[src/design/button_edge_and_ramped_axis_defines.svh]
// ----------------------------------------------------------------------------
// button_edge_and_ramped_axis_defines
// Assertion macros used by the button/axis top-level design file.
// ----------------------------------------------------------------------------
`ifndef BUTTON_EDGE_AND_RAMPED_AXIS_DEFINES_SVH
`define BUTTON_EDGE_AND_RAMPED_AXIS_DEFINES_SVH

// same-cycle implication, clocked on clk_i, off during reset
`define BERA_ASSERT_IMP(lbl, ante, cons, msg) \
  lbl: assert property (@(posedge clk_i) disable iff (!rst_ni) (ante) |-> (cons)) \
    else $error(msg);

// next-cycle implication, clocked on clk_i, off during reset
`define BERA_ASSERT_NXT(lbl, ante, cons, msg) \
  lbl: assert property (@(posedge clk_i) disable iff (!rst_ni) (ante) |=> (cons)) \
    else $error(msg);

`endif

[src/design/bera_pkg.sv]
// ----------------------------------------------------------------------------
// bera_pkg
// Types and constants of the button phase tracker and ramped axis.
// ----------------------------------------------------------------------------
package bera_pkg;

  localparam int BTN_W      = 16;
  localparam int DT_W       = 16;
  localparam int VAL_W      = 16;
  localparam int CFG_IDX_W  = 3;
  localparam int CFG_DATA_W = 28;
  localparam int RATE_W     = 28;
  localparam int DZ_W       = 15;

  // button phase codes
  typedef enum logic [1:0] {
    PH_IDLE  = 2'd0,
    PH_PRESS = 2'd1,
    PH_HELD  = 2'd2,
    PH_REL   = 2'd3
  } bera_phase_e;

  // register indexes of the config port
  typedef enum logic [CFG_IDX_W-1:0] {
    CFG_PLUS_MASK  = 3'd0,
    CFG_MINUS_MASK = 3'd1,
    CFG_ACCEL_RATE = 3'd2,
    CFG_DECAY_RATE = 3'd3,
    CFG_DEAD_ZONE  = 3'd4,
    CFG_SNAP_EN    = 3'd5
  } bera_cfg_e;

  // per-tick button status, after the phase update
  typedef struct packed {
    logic [BTN_W-1:0] pressed;
    logic [BTN_W-1:0] held;
    logic [BTN_W-1:0] released;
    logic [BTN_W-1:0] active;
    logic             any;
  } bera_btn_t;

endpackage

[src/design/bera_phase.sv]
// ----------------------------------------------------------------------------
// bera_phase
// Four-phase tracker per button; status reflects the phase after this tick.
// ----------------------------------------------------------------------------
module bera_phase import bera_pkg::*; #(
  parameter int NUM_BUTTONS = 16
) (
  input  logic             clk_i,
  input  logic             rst_ni,
  input  logic             upd_i,
  input  logic [BTN_W-1:0] bits_i,
  output bera_btn_t        info_o
);

  localparam int DW    = (NUM_BUTTONS > BTN_W) ? NUM_BUTTONS : BTN_W;
  localparam int NB_IO = (NUM_BUTTONS < BTN_W) ? NUM_BUTTONS : BTN_W;

  bera_phase_e ph_q [NUM_BUTTONS];
  bera_phase_e ph_d [NUM_BUTTONS];
  logic [DW-1:0] down_v;

  // buttons past the input width see a released level
  assign down_v = DW'(bits_i);

  function automatic bera_phase_e next_phase(bera_phase_e ph, logic down);
    bera_phase_e nx;
    if (down) begin
      unique case (ph)
        PH_IDLE:  nx = PH_PRESS;
        PH_PRESS: nx = PH_HELD;
        PH_HELD:  nx = PH_HELD;
        default:  nx = PH_PRESS;
      endcase
    end else begin
      unique case (ph)
        PH_PRESS: nx = PH_REL;
        PH_HELD:  nx = PH_REL;
        default:  nx = PH_IDLE;
      endcase
    end
    return nx;
  endfunction

  always_comb begin
    for (int i = 0; i < NUM_BUTTONS; i++) begin
      ph_d[i] = next_phase(ph_q[i], down_v[i]);
    end
  end

  always_comb begin
    info_o = '0;
    for (int i = 0; i < NB_IO; i++) begin
      info_o.active[i]   = (ph_d[i] != PH_IDLE);
      info_o.pressed[i]  = (ph_d[i] == PH_PRESS);
      info_o.held[i]     = (ph_d[i] == PH_HELD);
      info_o.released[i] = (ph_d[i] == PH_REL);
    end
    info_o.any = |down_v[NB_IO-1:0];
  end

  always_ff @(posedge clk_i or negedge rst_ni) begin
    if (!rst_ni) begin
      for (int i = 0; i < NUM_BUTTONS; i++) ph_q[i] <= PH_IDLE;
    end else if (upd_i) begin
      for (int i = 0; i < NUM_BUTTONS; i++) ph_q[i] <= ph_d[i];
    end
  end

endmodule

[config.mk]
export PLATFORM = sky130hd
export DESIGN_NAME = bera_phase
export DESIGN_NICKNAME = d
export VERILOG_FILES = /design/src/design/button_edge_and_ramped_axis_defines.svh /design/src/design/bera_pkg.sv /design/src/design/bera_phase.sv
export SDC_FILE = /design/constraint.sdc
export NUM_CORES = 1
export LEC_CHECK = 0
export ABC_AREA = 1
export BUFFER_PORTS_ARGS = -buffer_cell sky130_fd_sc_hd__buf_2
export CAP_MARGIN = 10
export CORE_ASPECT_RATIO = 0.9
export CORE_MARGIN = 1.5
export CORE_UTILIZATION = 56
export DETAILED_ROUTE_END_ITERATION = 8
export PLACE_DENSITY = 0.91
export SLEW_MARGIN = 20
export SYNTH_ARGS = -nofsm -noshare
export SYNTH_HDL_FRONTEND = slang
export SYNTH_SLANG_ARGS = --single-unit
[constraint.sdc]
create_clock -name clk_i -period 2.8 [get_ports clk_i]
set_clock_uncertainty 0.15 [all_clocks]
set_input_delay 0.14 -clock clk_i [delete_from_list [all_inputs] [get_ports clk_i]]
set_output_delay 0.14 -clock clk_i [all_outputs]
set_load 0.1 [all_outputs]
# == Yosys cells after proc, flatten, opt, wreduce, memory -nomap -nowiden ==
# Index checks and enable logic that the tools add are counted.
# totals
reg_bits,32
inputBits,19
out_inout_bits,65
word_cells,177
# op_classes
n_eq_ne,80
n_mux,48
n_reduce_logical,33
# op_table
op,n
"== test 2 bit, second input constant",48
two-way mux 2 bit,48
"== test 2 x 1 -> 1 bit, second input constant",32
nonzero test 2 bit,16
OR reduction 2 bit,16
OR reduction 16 bit,1

# == Longest topological paths before layout ==
# Gate-level depths: netlist of run 1.
# depth
word_depth,5
mapped_depth,6
depth_no_buf,6

# == Worst setup path after synthesis of run 1 ==
# No wires, ideal clock.
# synth_timing
kind,reg-to-output
startpoint,register ph_q[28] in the netlist's numbering
endpoint,output info_o[18] in the netlist's numbering
arrival_time_ns,1.404
required_ns,2.510
setup_slack_ns,1.106
path_stages_with_launch,5
n_path_buf,0
path_cell_list,dfrtp_1 > nand2_1 > nand2_1 > inv_1 > ha_1
# synth_lines
item,line,text
from (decl),bera_phase.sv:18,bera_phase_e ph_q [NUM_BUTTONS];
to (decl),bera_phase.sv:12,output bera_btn_t info_o

==> summary.md, run 1 <==
| Metric | Value |
|---|---|
| All-Layer GR Usage | `20.0%` |
| Series of cell instances along the critical path | `inv_1 -> nand2_1 -> nand2_1 -> inv_1 -> ha_1 -> buf_2` |
| TritonCTS clock tree | `yes` |
| Crit. Startpoint | `ph_q[17]` |
| Crit path DAT | `1.58 ns` |
| Synth area leaders | `dfrtp_1 31%, ha_1 31%, nand2_1 12%` |
| Clock-pin slew on the worst setup and hold paths | `0.06 ns` |
| EDFF count, synth | `0` |
| Async set or reset register ratio after synthesis | `100%` |
| Unrepaired setup endpoints after global routing | `false` |
| CP required | `2.51 ns` |
| Core Rows | `23` |
| Post-synthesis instance area | `2620 sq um` |
| Register ranked first by flip-flop count | `ph_q` |
| Routed wire per std cell | `10.4 microns` |
| End of the worst register-to-register path | `ph_q[24]` |
| Clock net sink count | `32` |
| Core region area | `4460 sq um` |
| R2R Path Start | `ph_q[24]` |
| Final critical path time including I/O delays and setup | `1.87 ns` |
| Final period util | `66.9%` |
| Cell variety after synth | `11` |
| Post-route antenna net violation count | `0` |
| Grt ovf | `0` |
| Initial antenna violation count | `0` |
| Crit path depth | `6` |
| CTS Buf Count | `5` |
| Hold Vio Cnt, Final | `0` |
| Via count of the first global-routing pass | `1,965` |
| Worst R2R Path Depth | `6` |
| Die extent in x | `75.1 microns` |
| Cell type of the slowest stage on the worst timing path | `buf_2` |
| Synthesized instance count | `310` |
| Average vias per placed instance | `4.58` |
| Nets | `478` |
| Ant diodes | `0` |
| Class of the most critical setup path | `register to output port` |
| Input/output buffers | `83` |
| Transition at the pin with the smallest max-transition slack | `0.736 ns` |
| Sequential share of the synthesized area | `30.6%` |
| Place WS | `1.23 ns` |
| Final setup violating endpoints | `0` |
| Result of the run | `completed` |
| Uppermost metal layer occupied by signal nets | `met4` |
| Relative slew slack | `50.9%` |
| Leading register cell type out of synthesis | `dfrtp_1` |
| Top post-synthesis cells by count | `81 x nand2_1, 80 x inv_1, 64 x ha_1` |
| Drt first-iter violations | `108` |
| Final routed DRC violation total | `0` |
| Number of buffers on the longest clock path | `2` |
| Crit path capture | `info_o[40]` |
| Final RePlAce weighted congestion | `0.715` |
| Fraction of synthesized cell area taken by the top area cell type | `30.6%` |
| Family with the most delay on the worst path | `buffers and inverters` |
| Tightest Hold Check Type | `input pin to register` |
| Most frequent cell after synthesis | `nand2_1` |
| Fill cell count | `364` |
| Number of buffers and inverters on the critical path | `3` |
| Largest registers | `ph_q: 32 flops` |
| Wire length on met2 | `2500 microns` |
| Max-slew violation count | `0` |
| Kind of start point of the critical path | `register` |
| Net Count, Synth | `393` |
| Floorplan die area | `5090 sq um` |
| Number of detailed-route iterations in the first pass | `4` |
| Total of flip-flops plus latches after synthesis | `32` |
| Effective utilization at floorplan | `58.7%` |
| Setup TNS Final | `0 ns` |
| Warnings, synthesis | `0` |
| Average footprint of a synthesized cell | `8.44 sq um` |
| Setup slack after layout | `0.926 ns` |
| Biggest fanout along the worst timing path | `4` |
| Library cell with the largest summed area after synthesis | `dfrtp_1` |
| Height of the die | `67.8 microns` |
| Peak per-stage delay on the critical path | `0.42 ns` |
| Total half-perimeter wirelength after legalization and detailed placement | `3760 microns` |
| Global-route wire length before repair | `7900 microns` |
| Length of routed met3 wiring | `230 microns` |
| DRT met1 WL | `1950 microns` |
| Largest net degree at the start of global routing | `65` |
| Reg2Reg Setup Slack | `1.40 ns` |
| Clock Tree Root | `clkbuf_8` |
| Maximum operating frequency | `534 MHz` |
| Max reg flops | `32` |
| Clk_lat worst skew | `0.28 ns` |
| Critical Path End Type | `output port` |
| Vias after detailed routing | `2,093` |
| Max-cap violations | `0` |
| H-tree depth reported by CTS | `2` |
| Fraction of final layout cells with drive strength greater than 1 | `31.1%` |
| I/O pin count | `84` |
| Hold slack | `0.145 ns` |
| Total Wirelength | `4750 microns` |
| Signed area change from the synthesized netlist to the final layout | `20.0%` |
==> kinds of logic after synthesis <==
group | after synthesis | share of synthesized area (%)
and+or+nand+nor | 95 | 14.0
adders and majority gates | 64 | 30.6
buffers and inverters | 87 | 14.6
AOI/OAI and AO/OA | 32 | 10.1
DFF | 32 | 30.6
==> worst min-delay path: stages <==
cell     delay, ns
buf_2         0.12
inv_1         0.07
ha_1          0.15
o21ai_2       0.06
==> metal layers <==
layer  vias up  track usage [%]
met2        58             37.4
li1       1071                -
met1       955             22.7
met4         0             5.91
met3         9             4.57
met5         -                0
==> per-stage QoR <==
stage          utilization, %  instances  cell area [sq um]
2_1_floorplan               -        310               2620
5_1_grt                  70.4        457               3140
6_report                 70.4        457               3140
4_1_cts                  70.4        457               3140
3_3_place_gp             68.0        449               3030
3_5_place_dp             68.0        449               3030
==> layout make-up <==
type	count	area (sq um)	share of cell area [%]
multi-input cells	191	1430	45.6
inverters	81	307	9.76
flip-flops and latches	32	801	25.5
clock buffers	7	96.3	3.07
repair buffers	84	425	13.6
well taps	62	77.6	2.47
==> how the worst min path moves through the flow <==
stage | start | cells past startpoint | endpoint | slack, ns
after detailed placement | rst_ni | 1 | ph_q[22] | 0.09
after global routing | bits_i[0] | 4 | ph_q[30] | 0.16
after global placement | rst_ni | 1 | ph_q[24] | 0.08
final | bits_i[0] | 4 | ph_q[30] | 0.15
after CTS | bits_i[9] | 4 | ph_q[12] | 0.14
after floorplan | rst_ni | 0 | ph_q[0] | -0.31
==> cell usage in the layout, fill, tap and decap left out <==
cell,synthesis,layout
buf_2,0,83
nand2_1,81,81
inv_1,80,80
ha_1,64,64
dfrtp_1,32,32
o21ai_2,28,28
nor2_1,10,10
clkbuf_8,0,7
nand2_2,4,4
o21ai_0,4,4
inv_4,1,1
dlygate4sd3_1,0,1
==> what timing repair did <==
action                    CTS  global route
hold buffers                1             0
hold endpoints to repair   32             0
setup buffers               0             0
gates resized for setup     0             0
Power of run 1 is not shown: default switching activity piles up to over one toggle a cycle in this logic, so the estimate is an artifact.
==> run 2, diff against run 1 <==
--- a/config.mk
+++ b/config.mk
@@ -10,9 +10,9 @@
 export CAP_MARGIN = 10
 export CORE_ASPECT_RATIO = 0.9
 export CORE_MARGIN = 1.5
-export CORE_UTILIZATION = 56
+export CORE_UTILIZATION = 52
 export DETAILED_ROUTE_END_ITERATION = 8
-export PLACE_DENSITY = 0.91
+export PLACE_DENSITY = 0.85
 export SLEW_MARGIN = 20
 export SYNTH_ARGS = -nofsm -noshare
 export SYNTH_HDL_FRONTEND = slang
==> constraint.sdc (replaced) <==
create_clock -name clk_i -period 1.9 [get_ports clk_i]
set_clock_uncertainty 0.15 [all_clocks]
set_input_delay 0.095 -clock clk_i [delete_from_list [all_inputs] [get_ports clk_i]]
set_output_delay 0.095 -clock clk_i [all_outputs]
set_load 0.1 [all_outputs]
==> summary.md, run 2 (synthesis gave the netlist of run 1 again) <==
| Metric | Value |
|---|---|
| Die extent in x | `77.8 microns` |
| Max reg flops | `32` |
| Nets | `480` |
| Total half-perimeter wirelength after legalization and detailed placement | `3760 microns` |
| Signed area change from the synthesized netlist to the final layout | `22.3%` |
| Post-route cell area | `3200 sq um` |
| Core Rows | `24` |
| Most used cells in the layout excluding fill and tap cells | `81 x nand2_1, 80 x inv_1, 70 x buf_2` |
| Crit path DAT | `1.59 ns` |
| Cell type of the slowest stage on the worst timing path | `buf_2` |
| Number of buffers on the longest clock path | `2` |
| Class of the most critical setup path | `register to output port` |
| Count of non-filler cells in the finished layout | `463` |
| H-tree depth reported by CTS | `2` |
| Total placed cells including tap cells | `454` |
| Average vias per placed instance | `4.50` |
| Clock-pin slew on the worst setup and hold paths | `0.07 ns` |
| Number of buffers and inverters on the critical path | `3` |
| TritonCTS clock tree | `yes` |
| Clock Tree Root | `clkbuf_8` |
| Total Wirelength | `4800 microns` |
| Max-slew violation count | `0` |
| Kind of start point of the critical path | `register` |
| Ant diodes | `0` |
| Height of the die | `70.3 microns` |
| Transition at the pin with the smallest max-transition slack | `0.711 ns` |
| Largest net degree at the start of global routing | `33` |
| Fraction of final layout cells with drive strength greater than 1 | `31.7%` |
| I/O pin count | `84` |
| Series of cell instances along the critical path | `inv_1 -> nand2_1 -> nand2_1 -> ha_1 -> inv_1 -> buf_2` |
| Number of detailed-route iterations in the first pass | `4` |
| Via count of the first global-routing pass | `2,020` |
| Final setup violating endpoints | `0` |
| Register ranked first by flip-flop count | `ph_q` |
| Global-route wire length before repair | `8260 microns` |
| CTS Buf Count | `5` |
| Effective utilization at floorplan | `54.1%` |
| Final period util | `96.4%` |
| Post-place instance area | `3060 sq um` |
| Drt first-iter violations | `90` |
| All-Layer GR Usage | `18.6%` |
| Clock net sink count | `32` |
| Most common library cell in the layout ignoring fill and taps | `nand2_1` |
| Tightest Hold Check Type | `input pin to register` |
| Hold slack | `0.0279 ns` |
| Maximum operating frequency | `546 MHz` |
| Final Core Density | `66.2%` |
| Input/output buffers | `83` |
| Floorplan die area | `5470 sq um` |
| Final RePlAce weighted congestion | `0.716` |
| Relative slew slack | `52.6%` |
| Grt ovf | `0` |
| Peak per-stage delay on the critical path | `0.41 ns` |
| Critical Path End Type | `output port` |
| Buffer count from post-CTS setup fixing | `0` |
| Routed wire per std cell | `10.4 microns` |
| Family with the most delay on the worst path | `buffers and inverters` |
| Initial antenna violation count | `0` |
| CP required | `1.65 ns` |
| Clk_lat worst skew | `0.28 ns` |
| Final routed DRC violation total | `0` |
| Biggest fanout along the worst timing path | `4` |
| Post-route antenna net violation count | `0` |
| Result of the run | `completed` |
| Vias after detailed routing | `2,082` |
| Final critical path time including I/O delays and setup | `1.83 ns` |
| Largest registers | `ph_q: 32 flops` |
| Hold Vio Cnt, Final | `0` |
| Max-cap violations | `0` |
| Core region area | `4830 sq um` |
## run 2: cell count changes in the layout (fill, tap and decap cells not counted)
cell,delta
clkbuf_8,-1
buf_12,+1
clkbuf_4,+13
buf_2,-13
buf_4,+1
clkinv_2,+2
## run 2: area by class of cell
class                           instances  area [sq um]
Fill cell                             398          1640
Timing Repair Buffer                   86           485
Clock inverter                          2          10.0
Sequential cell                        32           801
Tap cell                               65          81.3
Inverter                               81           307
Multi-Input combinational cell        191          1430
Clock buffer                            6          82.6
## run 2: routing by layer
metal  vias up  track usage [%]  wire [microns]
li1       1077                -               -
met1       948             20.4            2030
met2        53             35.5            2520
met3         4             3.66             223
met4         0             5.66              38
met5         -                0               0
## run 2: through the flow
step           setup WS, ns  setup TNS, ns
2_1_floorplan         0.251              0
5_1_grt             -0.0316        -0.0565
3_5_place_dp          0.379              0
6_report             0.0689              0
4_1_cts              0.0579              0
3_3_place_gp          0.441              0
## run 2: final timing paths
kind                             end  cells after the start      from  slack (ns)
setup / recovery           info_o[3]                      6  ph_q[26]        0.07
hold / removal              ph_q[12]                      3     upd_i        0.03
setup reg to reg            ph_q[26]                      6  ph_q[26]        0.47
hold reg to reg             ph_q[19]                      2  ph_q[19]        0.36
max in group asynchronous   ph_q[19]                      2    rst_ni        0.90
min in group asynchronous   ph_q[26]                      2    rst_ni        0.25
## run 2: what timing repair did
item                       in CTS  in global routing
setup endpoints to repair       0                 13
hold buffers                    1                  0
gates resized for setup         0                 13
hold endpoints to repair       32                  0
## run 2: worst register-to-register path, cell delays in order (launching register included)
cell	delay, ns
dfrtp_1	0.41
inv_1	0.06
nand2_1	0.04
nand2_1	0.16
inv_1	0.11
ha_1	0.31
o21ai_2	0.13
Power of run 2 is left out for the same reason.
==> run 3, diff against run 2 <==
--- a/config.mk
+++ b/config.mk
@@ -9,7 +9,7 @@
 export BUFFER_PORTS_ARGS = -buffer_cell sky130_fd_sc_hd__buf_2
 export CAP_MARGIN = 10
 export CORE_ASPECT_RATIO = 0.9
-export CORE_MARGIN = 1.5
+export CORE_MARGIN = 2
 export CORE_UTILIZATION = 52
 export DETAILED_ROUTE_END_ITERATION = 8
 export PLACE_DENSITY = 0.85
==> summary.md, run 3 (synthesis gave the netlist of run 1 again) <==
| Metric | Value |
|---|---|
| Clock-pin slew on the worst setup and hold paths | `0.06 ns` |
| Final critical path time including I/O delays and setup | `1.81 ns` |
| Input/output buffers | `83` |
| Number of detailed-route iterations in the first pass | `4` |
| Relative slew slack | `52.2%` |
| Class of the most critical setup path | `register to output port` |
| All-Layer GR Usage | `17.8%` |
| Core Rows | `24` |
| Grt ovf | `0` |
| Largest registers | `ph_q: 32 flops` |
| Total Wirelength | `4800 microns` |
| Register ranked first by flip-flop count | `ph_q` |
| Nets | `479` |
| Largest net degree at the start of global routing | `34` |
| Ant diodes | `0` |
| Final setup violating endpoints | `0` |
| Vias after detailed routing | `2,068` |
| Floorplan die area | `5620 sq um` |
| Routed wire per std cell | `10.4 microns` |
| Result of the run | `completed` |
| Transition at the pin with the smallest max-transition slack | `0.717 ns` |
| CTS Buf Count | `5` |
| Clock net sink count | `32` |
| Unrepaired setup endpoints after global routing | `false` |
| Effective utilization at floorplan | `54.1%` |
| Final period util | `95.1%` |
| Die extent in x | `78.8 microns` |
| Kind of start point of the critical path | `register` |
| Tightest Hold Check Type | `input pin to register` |
| Global-route wire length before repair | `8090 microns` |
| Critical Path End Type | `output port` |
| TritonCTS clock tree | `yes` |
| H-tree depth reported by CTS | `2` |
| CP required | `1.65 ns` |
| Max reg flops | `32` |
| Most used cells in the layout excluding fill and tap cells | `81 x nand2_1, 80 x inv_1, 64 x ha_1, 64 x buf_2, 32 x dfrtp_1` |
| Clk_lat worst skew | `0.28 ns` |
| Footprint of the multi-input gates | `1430 sq um` |
| Clock Tree Root | `clkbuf_8` |
| Core region area | `4830 sq um` |
| Initial antenna violation count | `0` |
| Biggest fanout along the worst timing path | `4` |
| Max-cap violations | `0` |
| Max-slew violation count | `0` |
| Fill cell count | `424` |
| Fraction of final layout cells with drive strength greater than 1 | `31.0%` |
| Buffer count from post-CTS setup fixing | `0` |
| Drt first-iter violations | `72` |
| Post-route antenna net violation count | `0` |
| Crit path DAT | `1.56 ns` |
| Maximum operating frequency | `554 MHz` |
| Setup TNS Final | `0 ns` |
| I/O pin count | `84` |
| Final routed DRC violation total | `0` |
| Height of the die | `71.3 microns` |
| Final RePlAce weighted congestion | `0.696` |
| Number of buffers on the longest clock path | `2` |
| Hold Vio Cnt, Final | `0` |
| Via count of the first global-routing pass | `1,973` |
| Most common library cell in the layout ignoring fill and taps | `nand2_1` |
| Average vias per placed instance | `4.48` |
| Total half-perimeter wirelength after legalization and detailed placement | `3800 microns` |
| Storage cell area | `801 sq um` |
| Signed area change from the synthesized netlist to the final layout | `22.5%` |
-- run 3: layout make-up --
type	instances	share of cell area, %
Tap cell	65	2.54
Clock buffer	8	2.81
Inverter	81	9.57
Timing Repair Buffer	85	15.4
Multi-Input combinational cell	191	44.7
Sequential cell	32	25.0
-- run 3: final timing paths --
check	slack [ns]	endpoint	cells after the start	startpoint
min in group asynchronous	0.25	ph_q[20]	2	rst_ni
setup / recovery	0.09	info_o[40]	6	ph_q[17]
max in group asynchronous	0.88	ph_q[15]	2	rst_ni
hold reg to reg	0.36	ph_q[31]	2	ph_q[31]
setup reg to reg	0.50	ph_q[16]	6	ph_q[17]
hold / removal	0.1	ph_q[6]	3	upd_i
-- run 3: what timing repair did --
item / in CTS / in global routing
endpoints found under the setup margin: 0 / 19
endpoints found under the hold margin: 32 / 0
hold buffers: 1 / 0
resized for setup: 0 / 19
-- run 3: critical path, cell delays in order, from the launching register on --
cell and delay, ns:
dfrtp_1 0.37, inv_1 0.05, nand2_1 0.05, nand2_1 0.12
inv_1 0.12, ha_1 0.15, buf_2 0.42
-- run 3: through the flow --
stage	util [%]	instances	setup slack [ns]	instance area [sq um]	hold slack, ns
after detailed placement	63.2	453	0.395	3060	0.0358
after CTS	65.3	462	0.0774	3160	0.0926
after global routing	66.3	462	0.00268	3200	0.112
final	66.3	462	0.0936	3200	0.0961
after global placement	63.2	453	0.427	3060	0.0311
after floorplan	-	310	0.251	2620	-0.351
-- run 3: routing by layer --
layer / vias to the layer above / routed length (microns) / GRT usage, %
li1: 1073 / - / -
met1: 942 / 1970 / 20.5
met2: 50 / 2540 / 34.0
met3: 3 / 275 / 4.28
met4: 0 / 21 / 2.92
met5: - / 0 / 0
Power of run 3 is left out for the same reason.
